**src/hw/rtl/mctt_pkg.sv**
```systemverilog
// ----------------------------------------------------------------------------
// MIDI clock tempo tracker package
// Shared constants and the request and response types of the serial divider.
// ----------------------------------------------------------------------------
package mctt_pkg;

  localparam logic [23:0] MAX24       = 24'hFFFFFF;
  localparam logic [31:0] MAX32       = 32'hFFFFFFFF;
  localparam logic [31:0] US_PER_MIN  = 32'd60000000;
  localparam logic [63:0] RAW_NUM     = 64'd15360000000;
  localparam logic [11:0] SEV_CAP     = 12'd2560;
  localparam logic [23:0] TEMPO_RESET = 24'd30720;

  // Division by ten: y * RECIP_TEN >> 35 is exact for y below 2^34, and
  // 2^32 = 10 * TEN_WORD_Q + 6 splits a wider dividend into two words.
  localparam logic [31:0] RECIP_TEN   = 32'hCCCCCCCD;
  localparam logic [28:0] TEN_WORD_Q  = 29'd429496729;
  localparam logic [63:0] VAR_SAT     = 64'd42949672960;

  localparam logic [1:0] REG_TPQ    = 2'd0;
  localparam logic [1:0] REG_SMOOTH = 2'd1;
  localparam logic [1:0] REG_FACTOR = 2'd2;
  localparam logic [1:0] REG_LIMIT  = 2'd3;

  typedef struct packed {
    logic        start;
    logic [63:0] dividend;
    logic [63:0] divisor;
  } div_req_t;

  typedef struct packed {
    logic        done;
    logic [63:0] quotient;
  } div_rsp_t;

endpackage

```
**src/hw/rtl/midi_clock_tempo_tracker.sv**
```systemverilog
// ----------------------------------------------------------------------------
// MIDI clock tempo tracker
// Estimates tempo, tempo variance and timing drift from stamped clock ticks.
// ----------------------------------------------------------------------------
// Each input beat carries the microsecond arrival time of one MIDI clock tick
// and is taken when in_valid_i is high and in_stall_o is low. Each input beat
// gives exactly one output beat, held on the out ports until out_valid_o is
// high and out_stall_i is low. Configuration must be written through cfg_we_i,
// cfg_index_i and cfg_data_i while the block is idle; this is not enforced.
// A tick that starts a quarter-note cycle only records its time, and the
// sequencer goes straight to its last step to load the result. A measured
// tick runs a sequencer over one shared 32x32 multiplier and one 64-step
// serial divider; it uses up to three divisions. Divisions by ten use the
// multiplier. in_stall_o stays high while a tick is in work, and the next
// tick is taken in the cycle after the result is loaded at the earliest.
// When the receiver stalls, the previous result waits in the output register
// and the sequencer holds the new result in its last step until it is loaded.
// Reset restores the default registers, 120 BPM, and clears all statistics.
// ----------------------------------------------------------------------------
module midi_clock_tempo_tracker (
  input  logic        clk_i,
  input  logic        rst_ni,
  input  logic        cfg_we_i,
  input  logic [1:0]  cfg_index_i,
  input  logic [23:0] cfg_data_i,
  input  logic        in_valid_i,
  output logic        in_stall_o,
  input  logic [31:0] arrival_time_us_i,
  output logic        out_valid_o,
  input  logic        out_stall_i,
  output logic        measured_o,
  output logic [23:0] raw_tempo_q8_o,
  output logic [23:0] tempo_q8_o,
  output logic [23:0] drift_us_o,
  output logic [23:0] average_drift_us_o,
  output logic [23:0] peak_drift_us_o,
  output logic [31:0] tempo_variance_q8_o,
  output logic [31:0] measured_count_o,
  output logic        drift_alarm_o,
  output logic [11:0] severity_q8_o
);

  localparam logic [4:0] ST_IDLE  = 5'd0;
  localparam logic [4:0] ST_ELAP  = 5'd1;
  localparam logic [4:0] ST_RDIV  = 5'd2;
  localparam logic [4:0] ST_RWAIT = 5'd3;
  localparam logic [4:0] ST_BR    = 5'd4;
  localparam logic [4:0] ST_SM1   = 5'd5;
  localparam logic [4:0] ST_SM2   = 5'd6;
  localparam logic [4:0] ST_SM3   = 5'd7;
  localparam logic [4:0] ST_SQ    = 5'd8;
  localparam logic [4:0] ST_V9    = 5'd9;
  localparam logic [4:0] ST_VDIV  = 5'd10;
  localparam logic [4:0] ST_VWAIT = 5'd11;
  localparam logic [4:0] ST_TSQ   = 5'd12;
  localparam logic [4:0] ST_DMUL  = 5'd13;
  localparam logic [4:0] ST_DDIV  = 5'd14;
  localparam logic [4:0] ST_DWAIT = 5'd15;
  localparam logic [4:0] ST_A9    = 5'd16;
  localparam logic [4:0] ST_ADIV  = 5'd17;
  localparam logic [4:0] ST_AWAIT = 5'd18;
  localparam logic [4:0] ST_SEV   = 5'd19;
  localparam logic [4:0] ST_SDIV  = 5'd20;
  localparam logic [4:0] ST_SWAIT = 5'd21;
  localparam logic [4:0] ST_FIN   = 5'd22;

  logic [4:0]  state_q, state_d;
  logic [6:0]  tpq_q, tpq_d;
  logic        smooth_q, smooth_d;
  logic [15:0] factor_q, factor_d;
  logic [23:0] limit_q, limit_d;

  logic [31:0] last_q, last_d;
  logic [6:0]  phase_q, phase_d;
  logic [23:0] tempo_q, tempo_d;
  logic [31:0] var_q, var_d;
  logic [23:0] avg_q, avg_d;
  logic [23:0] peak_q, peak_d;
  logic [31:0] count_q, count_d;

  logic [31:0] t_q, t_d;
  logic        meas_q, meas_d;
  logic [23:0] raw_q, raw_d;
  logic [23:0] drift_q, drift_d;
  logic        alarm_q, alarm_d;
  logic [11:0] sev_q, sev_d;
  logic [63:0] acc_q, acc_d;
  logic [39:0] sq_q, sq_d;
  logic [47:0] dsq_q, dsq_d;
  logic [63:0] prod_q, prod_d;
  logic [3:0]  vhi_q, vhi_d;
  logic        vcarry_q, vcarry_d;
  logic [31:0] mul_a, mul_b;

  logic        out_valid_q, out_valid_d;
  logic        o_meas_q;
  logic [23:0] o_raw_q, o_tempo_q, o_drift_q, o_avg_q, o_peak_q;
  logic [31:0] o_var_q, o_count_q;
  logic        o_alarm_q;
  logic [11:0] o_sev_q;
  logic        out_load;

  logic [23:0] diff;
  logic [63:0] quo;
  logic [64:0] smooth_sum;
  logic [63:0] ten_x;
  logic [32:0] ten_y;
  logic [64:0] ten_p;

  mctt_pkg::div_req_t div_req;
  mctt_pkg::div_rsp_t div_rsp;

  mctt_div u_div (
    .clk_i  (clk_i),
    .rst_ni (rst_ni),
    .req_i  (div_req),
    .rsp_o  (div_rsp)
  );

  assign quo        = div_rsp.quotient;
  assign diff       = (raw_q >= tempo_q) ? raw_q - tempo_q : tempo_q - raw_q;
  assign smooth_sum = {1'b0, acc_q} + {1'b0, prod_q} + 65'd32768;
  assign prod_d     = mul_a * mul_b;
  assign out_load   = (state_q == ST_FIN) && (!out_valid_q || !out_stall_i);

  always_comb begin
    tpq_d    = tpq_q;
    smooth_d = smooth_q;
    factor_d = factor_q;
    limit_d  = limit_q;
    if (cfg_we_i) begin
      unique case (cfg_index_i)
        mctt_pkg::REG_TPQ:    tpq_d    = cfg_data_i[6:0];
        mctt_pkg::REG_SMOOTH: smooth_d = cfg_data_i[0];
        mctt_pkg::REG_FACTOR: factor_d = cfg_data_i[15:0];
        mctt_pkg::REG_LIMIT:  limit_d  = cfg_data_i;
        default: ;
      endcase
    end
  end

  always_comb begin
    state_d  = state_q;
    last_d   = last_q;
    phase_d  = phase_q;
    tempo_d  = tempo_q;
    var_d    = var_q;
    avg_d    = avg_q;
    peak_d   = peak_q;
    count_d  = count_q;
    t_d      = t_q;
    meas_d   = meas_q;
    raw_d    = raw_q;
    drift_d  = drift_q;
    alarm_d  = alarm_q;
    sev_d    = sev_q;
    acc_d    = acc_q;
    sq_d     = sq_q;
    dsq_d    = dsq_q;
    vhi_d    = vhi_q;
    vcarry_d = vcarry_q;
    ten_x    = '0;
    ten_y    = '0;
    ten_p    = '0;
    mul_a    = '0;
    mul_b    = '0;
    div_req  = '0;

    unique case (state_q)
      ST_IDLE: begin
        if (in_valid_i) begin
          t_d     = arrival_time_us_i;
          raw_d   = '0;
          drift_d = '0;
          alarm_d = 1'b0;
          sev_d   = '0;
          if (phase_q == 7'd0) begin
            last_d  = arrival_time_us_i;
            phase_d = 7'd1;
            meas_d  = 1'b0;
            state_d = ST_FIN;
          end else begin
            meas_d  = 1'b1;
            state_d = ST_ELAP;
          end
        end
      end
      ST_ELAP: begin
        mul_a   = t_q - last_q;
        mul_b   = {25'd0, tpq_q};
        state_d = ST_RDIV;
      end
      ST_RDIV: begin
        if (prod_q == 64'd0) begin
          raw_d   = mctt_pkg::MAX24;
          state_d = ST_BR;
        end else begin
          div_req.start    = 1'b1;
          div_req.dividend = mctt_pkg::RAW_NUM + (prod_q >> 1);
          div_req.divisor  = prod_q;
          state_d          = ST_RWAIT;
        end
      end
      ST_RWAIT: begin
        if (div_rsp.done) begin
          raw_d   = (quo > 64'(mctt_pkg::MAX24)) ? mctt_pkg::MAX24 : quo[23:0];
          state_d = ST_BR;
        end
      end
      ST_BR: begin
        if (smooth_q) begin
          state_d = ST_SM1;
        end else begin
          tempo_d = raw_q;
          state_d = ST_TSQ;
        end
      end
      ST_SM1: begin
        mul_a   = {8'd0, tempo_q};
        mul_b   = 32'd65536 - {16'd0, factor_q};
        state_d = ST_SM2;
      end
      ST_SM2: begin
        acc_d   = prod_q;
        mul_a   = {8'd0, raw_q};
        mul_b   = {16'd0, factor_q};
        state_d = ST_SM3;
      end
      ST_SM3: begin
        tempo_d = smooth_sum[39:16];
        state_d = ST_SQ;
      end
      ST_SQ: begin
        mul_a   = {8'd0, diff};
        mul_b   = {8'd0, diff};
        state_d = ST_V9;
      end
      ST_V9: begin
        sq_d    = 40'((prod_q + 64'd128) >> 8);
        mul_a   = var_q;
        mul_b   = 32'd9;
        state_d = ST_VDIV;
      end
      ST_VDIV: begin
        ten_x = prod_q + {24'd0, sq_q} + 64'd5;
        if (ten_x >= mctt_pkg::VAR_SAT) begin
          var_d   = mctt_pkg::MAX32;
          state_d = ST_TSQ;
        end else begin
          ten_y    = {27'd0, ten_x[35:32], 2'b0} + {28'd0, ten_x[35:32], 1'b0}
                     + {1'b0, ten_x[31:0]};
          vhi_d    = ten_x[35:32];
          vcarry_d = ten_y[32];
          mul_a    = ten_y[31:0];
          mul_b    = mctt_pkg::RECIP_TEN;
          state_d  = ST_VWAIT;
        end
      end
      ST_VWAIT: begin
        ten_p   = {1'b0, prod_q} +
                  (vcarry_q ? {1'b0, mctt_pkg::RECIP_TEN, 32'd0} : 65'd0);
        var_d   = 32'(vhi_q * mctt_pkg::TEN_WORD_Q) + 32'(ten_p >> 35);
        state_d = ST_TSQ;
      end
      ST_TSQ: begin
        count_d = count_q + 32'd1;
        mul_a   = {8'd0, tempo_q};
        mul_b   = {8'd0, tempo_q};
        state_d = ST_DMUL;
      end
      ST_DMUL: begin
        dsq_d = prod_q[47:0];
        if (prod_q == 64'd0) begin
          drift_d = (diff != 24'd0) ? mctt_pkg::MAX24 : 24'd0;
          state_d = ST_A9;
        end else begin
          mul_a   = {8'd0, diff};
          mul_b   = mctt_pkg::US_PER_MIN;
          state_d = ST_DDIV;
        end
      end
      ST_DDIV: begin
        div_req.start    = 1'b1;
        div_req.dividend = prod_q << 8;
        div_req.divisor  = {16'd0, dsq_q};
        state_d          = ST_DWAIT;
      end
      ST_DWAIT: begin
        if (div_rsp.done) begin
          drift_d = (quo > 64'(mctt_pkg::MAX24)) ? mctt_pkg::MAX24 : quo[23:0];
          state_d = ST_A9;
        end
      end
      ST_A9: begin
        mul_a   = {8'd0, avg_q};
        mul_b   = 32'd9;
        state_d = ST_ADIV;
      end
      ST_ADIV: begin
        ten_x   = prod_q + {40'd0, drift_q} + 64'd5;
        mul_a   = ten_x[31:0];
        mul_b   = mctt_pkg::RECIP_TEN;
        state_d = ST_AWAIT;
      end
      ST_AWAIT: begin
        avg_d   = 24'(prod_q >> 35);
        state_d = ST_SEV;
      end
      ST_SEV: begin
        if (drift_q > peak_q) begin
          peak_d = drift_q;
        end
        phase_d = (phase_q >= tpq_q) ? 7'd0 : phase_q + 7'd1;
        last_d  = t_q;
        if (drift_q > limit_q) begin
          alarm_d = 1'b1;
          if (limit_q == 24'd0) begin
            sev_d   = mctt_pkg::SEV_CAP;
            state_d = ST_FIN;
          end else begin
            mul_a   = {8'd0, drift_q};
            mul_b   = 32'd5;
            state_d = ST_SDIV;
          end
        end else begin
          state_d = ST_FIN;
        end
      end
      ST_SDIV: begin
        div_req.start    = 1'b1;
        div_req.dividend = prod_q << 8;
        div_req.divisor  = {40'd0, limit_q};
        state_d          = ST_SWAIT;
      end
      ST_SWAIT: begin
        if (div_rsp.done) begin
          sev_d   = (quo > 64'(mctt_pkg::SEV_CAP)) ? mctt_pkg::SEV_CAP : quo[11:0];
          state_d = ST_FIN;
        end
      end
      ST_FIN: begin
        if (out_load) begin
          state_d = ST_IDLE;
        end
      end
      default: state_d = ST_IDLE;
    endcase
  end

  always_comb begin
    out_valid_d = out_valid_q;
    if (out_valid_q && !out_stall_i) begin
      out_valid_d = 1'b0;
    end
    if (out_load) begin
      out_valid_d = 1'b1;
    end
  end

  always_ff @(posedge clk_i or negedge rst_ni) begin
    if (!rst_ni) begin
      state_q     <= ST_IDLE;
      tpq_q       <= 7'd24;
      smooth_q    <= 1'b1;
      factor_q    <= 16'd6554;
      limit_q     <= 24'd5000;
      last_q      <= '0;
      phase_q     <= '0;
      tempo_q     <= mctt_pkg::TEMPO_RESET;
      var_q       <= '0;
      avg_q       <= '0;
      peak_q      <= '0;
      count_q     <= '0;
      out_valid_q <= 1'b0;
    end else begin
      state_q     <= state_d;
      tpq_q       <= tpq_d;
      smooth_q    <= smooth_d;
      factor_q    <= factor_d;
      limit_q     <= limit_d;
      last_q      <= last_d;
      phase_q     <= phase_d;
      tempo_q     <= tempo_d;
      var_q       <= var_d;
      avg_q       <= avg_d;
      peak_q      <= peak_d;
      count_q     <= count_d;
      out_valid_q <= out_valid_d;
    end
  end

  always_ff @(posedge clk_i) begin
    t_q      <= t_d;
    meas_q   <= meas_d;
    raw_q    <= raw_d;
    drift_q  <= drift_d;
    alarm_q  <= alarm_d;
    sev_q    <= sev_d;
    acc_q    <= acc_d;
    sq_q     <= sq_d;
    dsq_q    <= dsq_d;
    prod_q   <= prod_d;
    vhi_q    <= vhi_d;
    vcarry_q <= vcarry_d;
    if (out_load) begin
      o_meas_q  <= meas_q;
      o_raw_q   <= raw_q;
      o_tempo_q <= tempo_q;
      o_drift_q <= drift_q;
      o_avg_q   <= avg_q;
      o_peak_q  <= peak_q;
      o_var_q   <= var_q;
      o_count_q <= count_q;
      o_alarm_q <= alarm_q;
      o_sev_q   <= sev_q;
    end
  end

  assign in_stall_o          = state_q != ST_IDLE;
  assign out_valid_o         = out_valid_q;
  assign measured_o          = o_meas_q;
  assign raw_tempo_q8_o      = o_raw_q;
  assign tempo_q8_o          = o_tempo_q;
  assign drift_us_o          = o_drift_q;
  assign average_drift_us_o  = o_avg_q;
  assign peak_drift_us_o     = o_peak_q;
  assign tempo_variance_q8_o = o_var_q;
  assign measured_count_o    = o_count_q;
  assign drift_alarm_o       = o_alarm_q;
  assign severity_q8_o       = o_sev_q;

endmodule

```
**src/hw/rtl/mctt_div.sv**
```systemverilog
// ----------------------------------------------------------------------------
// Serial divider
// Restoring 64-bit unsigned divider, one quotient bit per cycle.
// ----------------------------------------------------------------------------
module mctt_div (
  input  logic               clk_i,
  input  logic               rst_ni,
  input  mctt_pkg::div_req_t req_i,
  output mctt_pkg::div_rsp_t rsp_o
);

  logic        busy_q, busy_d;
  logic        done_q, done_d;
  logic [5:0]  cnt_q, cnt_d;
  logic [63:0] rem_q, rem_d;
  logic [63:0] quo_q, quo_d;
  logic [63:0] den_q, den_d;
  logic [64:0] trial;
  logic        fits;

  assign trial = {rem_q, quo_q[63]};
  assign fits  = trial >= {1'b0, den_q};

  always_comb begin
    busy_d = busy_q;
    done_d = 1'b0;
    cnt_d  = cnt_q;
    rem_d  = rem_q;
    quo_d  = quo_q;
    den_d  = den_q;
    if (req_i.start) begin
      busy_d = 1'b1;
      cnt_d  = '0;
      rem_d  = '0;
      quo_d  = req_i.dividend;
      den_d  = req_i.divisor;
    end else if (busy_q) begin
      rem_d = fits ? 64'(trial - {1'b0, den_q}) : trial[63:0];
      quo_d = {quo_q[62:0], fits};
      cnt_d = cnt_q + 6'd1;
      if (cnt_q == 6'd63) begin
        busy_d = 1'b0;
        done_d = 1'b1;
      end
    end
  end

  always_ff @(posedge clk_i or negedge rst_ni) begin
    if (!rst_ni) begin
      busy_q <= 1'b0;
      done_q <= 1'b0;
      cnt_q  <= '0;
    end else begin
      busy_q <= busy_d;
      done_q <= done_d;
      cnt_q  <= cnt_d;
    end
  end

  always_ff @(posedge clk_i) begin
    rem_q <= rem_d;
    quo_q <= quo_d;
    den_q <= den_d;
  end

  assign rsp_o.done     = done_q;
  assign rsp_o.quotient = quo_q;

endmodule
```
**config.mk**
```make
export PLATFORM = sky130hd
export DESIGN_NAME = midi_clock_tempo_tracker
export DESIGN_NICKNAME = d
export VERILOG_FILES = /design/src/hw/rtl/mctt_pkg.sv /design/src/hw/rtl/midi_clock_tempo_tracker.sv /design/src/hw/rtl/mctt_div.sv
export SDC_FILE = /design/constraint.sdc
export NUM_CORES = 2
export LEC_CHECK = 0
export ABC_AREA = 1
export BUFFER_PORTS_ARGS = -buffer_cell sky130_fd_sc_hd__buf_2
export CORE_MARGIN = 3
export CORE_UTILIZATION = 40
export DETAILED_ROUTE_END_ITERATION = 12
export PLACE_DENSITY = 0.6
export REMOVE_ABC_BUFFERS = 1
export SLEW_MARGIN = 10
export SYNTH_ARGS = -nofsm -noshare
export SYNTH_HDL_FRONTEND = slang
export SYNTH_HIERARCHICAL = 1
export SYNTH_SLANG_ARGS = --single-unit
```
**constraint.sdc**
```tcl
create_clock -name clk_i -period 13.9 [get_ports clk_i]
set_input_delay 0.695 -clock clk_i [delete_from_list [all_inputs] [get_ports clk_i]]
set_output_delay 0.695 -clock clk_i [all_outputs]
set_load 0.02 [all_outputs]
```
=== Yosys cells after proc, flatten, opt, wreduce, memory -nomap -nowiden ===
Index checks and enable logic that the tools add are counted.

* Register bits after elaboration: 918
* Output and inout bits: 200
* Logic and storage cells: 216

* Add/sub/neg operators: 20
* $mul: 2
* Order comparisons: 8
* Eq/ne operators: 38
* Multiplexer cells: 69
* Bitwise operators: 1
* Reduce and logical (&&, ||, !) cells: 37

{| class="wikitable"
|+ Operator list
! kind !! number
|-
| $pmux W32 S10 || 2
|-
| $pmux W129 S3 || 1
|-
| $mux W24 || 11
|-
| $mux W64 || 4
|-
| $mux W32 || 5
|-
| $pmux W24 S3 || 2
|-
| $mux W129 || 1
|-
| $pmux W32 S2 || 2
|-
| $pmux W5 S23 || 1
|-
| $add A64 B64 Y65 || 1
|-
| $ge A65 B64 Y1 || 1
|-
| $add A34 B63 Y64 const A || 1
|-
| $add A64 B3 Y64 const B || 1
|-
| $add A64 B40 Y64 || 1
|-
| $ge A64 B36 Y1 const B || 1
|-
| $gt A64 B12 Y1 const B || 1
|-
| $gt A64 B24 Y1 const B || 1
|-
| $logic_not A64 Y1 || 1
|-
| $mul A32 B32 Y64 || 1
|-
| $sub A64 B64 Y64 || 1
|-
| $mux W12 || 5
|-
| $add A48 B8 Y48 const B || 1
|-
| $gt A24 B24 Y1 || 2
|-
| $pmux W24 S2 || 1
|-
| other kinds (54) || 126
|}

=== Longest topological paths before layout ===
* Word-level depth: 7
* Depth in mapped cells: 61
* Mapped depth without buffers: 60

=== Cells and area by module ===
Netlist, hierarchy kept.

{| class="wikitable"
|+ Modules (own cells, without submodules)
! module !! times used !! cells each !! area an instance (sq um) !! sequential area each (sq um)
|-
| midi_clock_tempo_tracker || 1 || 10336 || 82537.9 || 19797.7
|-
| mctt_div || 1 || 2178 || 14370.0 || 5325.1
|}

=== Worst setup path after synthesis ===
Ideal clock, no wire load.

* Path type: register to register
* Start point: register state_q[0]
* End point: register o_avg_q[0] (netlist: average_drift_us_o[0]), enable pin
* Arrival: 10.376 ns
* Slack: 2.701 ns
* Stages on the path, launching flop included: 6
* Clock period less this slack: 11.199 ns
* Cell sequence: dfrtp_1 > nor2_1 > inv_1 > nor2_1 > nand2_1 > a21oi_1

* Word-level cells in the longest chain between the ends: 2

{| class="wikitable"
|+ Ends and longest elaborated chain
! item !! RTL line !! source
|-
| from (decl) || midi_clock_tempo_tracker.sv:67 || <nowiki>logic [4:0] state_q, state_d;</nowiki>
|-
| from (signal assigned) || midi_clock_tempo_tracker.sv:376 || <nowiki>state_q <= state_d;</nowiki>
|-
| $eq A5 B5 Y1 || midi_clock_tempo_tracker.sv:124 || <nowiki>assign out_load = (state_q == ST_FIN) && (!out_valid_q || !out_stall_i);</nowiki>
|-
| $logic_and A1 B1 Y1 || midi_clock_tempo_tracker.sv:124 ||
|-
| net out_load || midi_clock_tempo_tracker.sv:101 || <nowiki>logic out_load;</nowiki>
|-
| to (signal assigned) || midi_clock_tempo_tracker.sv:410 || <nowiki>o_avg_q <= avg_q;</nowiki>
|-
| to (decl) || midi_clock_tempo_tracker.sv:97 || <nowiki>logic [23:0] o_raw_q, o_tempo_q, o_drift_q, o_avg_q, o_peak_q;</nowiki>
|}

The timed path passes the listed nets, and every way through them passes these cells.
A chain may end at the register's enable or synchronous reset.

=== Final worst setup path ===
* Start point: register prod_q[4]
* End point: register prod_q[58]

* Word-level cells in the longest chain between the ends: 7
* Elaborated cells on any way between the ends: 15
* Classes of those cells: add/sub: 6; mul: 1; order compare: 1; mux: 6; reduce/logical: 1

{| class="wikitable"
|+ Ends and longest elaborated chain
! item !! RTL line !! source
|-
| from (decl) || midi_clock_tempo_tracker.sv:90 || <nowiki>logic [63:0] prod_q, prod_d;</nowiki>
|-
| from (signal assigned) || midi_clock_tempo_tracker.sv:402 || <nowiki>prod_q <= prod_d;</nowiki>
|-
| $add A64 B40 Y64 || midi_clock_tempo_tracker.sv:245 || <nowiki>ten_x = prod_q + {24'd0, sq_q} + 64'd5;</nowiki>
|-
| $add A64 B3 Y64 || midi_clock_tempo_tracker.sv:245 ||
|-
| $add A6 B5 Y7 || midi_clock_tempo_tracker.sv:250 || <nowiki>ten_y = {27'd0, ten_x[35:32], 2'b0} + {28'd0, ten_x[35:32], 1'b0}</nowiki>
|-
| $add A7 B32 Y33 || midi_clock_tempo_tracker.sv:251 || <nowiki>+ {1'b0, ten_x[31:0]};</nowiki>
|-
| $mux W32 || midi_clock_tempo_tracker.sv:246 || <nowiki>if (ten_x >= mctt_pkg::VAR_SAT) begin</nowiki>
|-
| $pmux W32 S10 || midi_clock_tempo_tracker.sv:169 || <nowiki>unique case (state_q)</nowiki>
|-
| $mul A32 B32 Y64 (*) || midi_clock_tempo_tracker.sv:123 || <nowiki>assign prod_d = mul_a * mul_b;</nowiki>
|-
| net prod_d[58] || midi_clock_tempo_tracker.sv:90 ||
|}

The timed path passes the listed nets; every way through them passes the cells marked *.

==> summary.txt <==
Outcome
  – Status: completed

Synthesis
  – Yosys cell types: 75
  – Sequential fraction of the synthesis area: between 20% and 30%
  – Dominant synthesized flop cell: edfxtp_1
  – Dominant cells by area after synthesis: fa_1, edfxtp_1, nand2_1, inv_1, ha_1
  – Mapped Avg Cell Area: 7.74 sq um
  – Mux contribution to synthesized area: 0%
  – Syn Std Cell Area: 0.0969 sq mm
  – Synth Area in Adders: 27.8%
  – Largest area contributor in the netlist: fa_1
  – Post-synth EDFFs: between 500 and 600
  – FF+latch count, synth: 918
  – YS warnings: 6
  – Post-synthesis compound-gate area fraction: 9.93%
  – Largest family of logic cells by synthesized area: adder cells
  – Post-Syn Instances: 12.5k
  – Synth Area in Simple Gates: a little over a fifth
  – Synth Area in XOR/XNOR: under 10%
  – FFs w/ async S/R, synth: around 26%
  – Share of the synthesized area in the top cell type: 17.8%

Routing
  – Routed WL per cell: roughly 25 um
  – ANT nets after route: 0
  – DRC errors left: 0
  – DR vias: 87.0k
  – Avg Vias per Cell: 5.39
  – Total Wirelength: 401 mm
  – DR pass1 iterations: 8
  – Violation count after the first detailed-route iteration: 9336

Clock tree
  – Later-pin clock latency in the skew report: 770 ps
  – Cts bufs inserted: 102
  – CTS tree: built
  – Worst-path clk slew: 60 ps
  – H-tree depth: 3
  – Clock sinks: between 900 and 1k
  – Bufs on Longest Clock Path: 3
  – Root Buffer: clkbuf_16

Place
  – Detail Placement HPWL: 331 mm
  – Area after DPL: between 0.1 and 0.15 sq mm
  – IO Port Bufs: 262
  – RePlAce Congestion: 1.06

Global routing
  – Global-route usage over all layers: 31.7%
  – Antenna violations before repair: 21
  – Total congestion overflow: 0
  – Via count of the first global-routing pass: 84.0k
  – Global-route wire length before repair: 577 mm
  – Pin count of the biggest net entering global routing: 81

Layout
  – Layout Nets: 14.5k
  – Final Instance Area: 0.106 sq mm
  – P&R area growth vs syn: 9.47%
  – Layout cell share with drive strength beyond 1: 6.80%

Hold path
  – Hold path depth: 1
  – Class of the worst hold path: input port to register

Timing
  – Worst Max-Slew Pin Slew: 1330 ps
  – Final hold violations: 0
  – Slew headroom: 10.7%
  – Final period util: 96.1%
  – Final setup viols: 0
  – F_max: 0.0749 GHz
  – Setup TNS: 0 ps
  – Final Max Tran Viols: 0
  – Clock skew: 58.9 ps
  – Final min period: 13360 ps
  – RSZ-0062 raised after global routing: no

Worst setup path
  – Worst setup EP type: register
  – CP Buf/Inv Count: 10
  – Kind of critical path: register to register
  – Worst path top cell family by delay: adder cells
  – Slowest stage delay, CP: 780 ps
  – Crit path DAT: 14050 ps
  – Worst-path fanout max: 12
  – Crit. path cell count: 50
  – Startpoint types: register
  – Length in cells of the worst reg-to-reg path: 50
  – Worst path required time: 14590 ps
  – Slowest CP cell: nand2_1

Die
  – Die area: about 0.25 sq mm
  – Initial Util: just over 40%
  – Die width: 498 um
  – Die H: 498 um
  – I/O pins: approximately 260
  – Count of standard-cell rows: 180
  – Core Area: roughly 0.24 sq mm

Flow run
  – Maxcap violations: 0
==> worst paths after layout <==
path | endpoint | start | slack, ps
min | t_q[22] | arrival_time_us_i[22] | 140
max in group asynchronous | last_q[18] | rst_ni | 11260
min in group asynchronous | var_q[10] | rst_ni | 560
max | prod_q[58] | prod_q[4] | 540
max reg2reg | prod_q[58] | prod_q[4] | 540
min reg2reg | severity_q8_o[10] | sev_q[10] | 410
==> metal layers <==
| metal | up-vias | routed length, um | track usage [%] |
|---|---|---|---|
| met5 | - | 26 | 0 |
| met4 | 4 | 29500 | 18.9 |
| met3 | 963 | 38700 | 6.40 |
| met2 | 4361 | 174000 | 48.8 |
| met1 | 41700 | 159000 | 41.1 |
| li1 | 39900 | - | - |
==> logic make-up after synthesis <==
family	count (synthesis)
xor gates and xnor gates	306
DFF	918
buffers and inverters	3010
and+or+nand+nor	4926
adders and majority gates	1635
other	2
AOI/OAI and AO/OA	1717
==> cells in the mapped netlist (35+ instances only) <==
cell type / count
xnor2_1: 94
a31oi_1: 73
nand4_1: 107
o211ai_1: 45
edfxtp_1: 553
inv_1: 2665
clkbuf_1: 153
ha_1: 773
nor3_1: 122
nand3_1: 415
o221ai_1: 37
nor4_1: 54
xor2_1: 212
o21ai_0: 534
fa_1: 862
o21bai_1: 45
nand3_2: 38
nand2_1: 3125
nand3b_1: 62
inv_2: 35
nor2_1: 855
dfrtp_1: 218
buf_2: 69
dfxtp_1: 128
a21oi_1: 758
o22ai_1: 45
==> state kept, by name (all words and copies together) (netlist names), 32 cells and up <==
signal / count
prod_q: 64
u_div/den_q: 64
u_div/quo_q: 64
u_div/rem_q: 64
dsq_q: 48
acc_q: 40
sq_q: 40
count_q: 32
last_q: 32
measured_count_o: 32
t_q: 32
tempo_variance_q8_o: 32
var_q: 32
==> layout by cell type, fill, tap and decap left out, types with 73 or more instances in the layout <==
cell	count
nand2_1	3122
inv_1	2663
fa_1	862
nor2_1	841
ha_1	773
a21oi_1	756
edfxtp_1	553
o21ai_0	534
nand3_1	414
buf_2	261
dfrtp_1	218
xor2_1	212
buf_4	187
dfxtp_1	128
nor3_1	118
nand4_1	107
clkbuf_16	105
xnor2_1	94
conb_1	80
a31oi_1	73
==> cell type report <==
class                   instances  area (sq um)
flip-flops and latches        918         25100
inverters                    2715         10200
repair buffers                450          2740
multi-input cells            8664         60500
diodes                          7          17.5
clock inverters                69           812
fillers                     24700        135000
well taps                    3185          3990
clock buffers                 125          2760
==> stage by stage <==
stage | util [%] | hold WS [ps] | worst slack (ps) | cells
after floorplan | - | 399 | 2410 | 12300
after global routing | 44.1 | 106 | 81.7 | 16100
final | 44.1 | 139 | 541 | 16100
after global placement | 42.6 | 404 | 702 | 15900
after CTS | 44.1 | 80.4 | 605 | 16100
after detailed placement | 42.6 | 405 | 619 | 15900
==> what timing repair did <==
| action | 4_1_cts | 5_1_grt |
|---|---|---|
| setup endpoints to repair | 0 | 1 |
| hold buffers | 1 | 0 |
| endpoints found under the hold margin | 28 | 0 |
| gates resized for setup | 0 | 1 |
| buffers inserted | 0 | 0 |
Power is not shown: default switching activity piles up to over one toggle a cycle in this logic, so the estimate is an artifact.
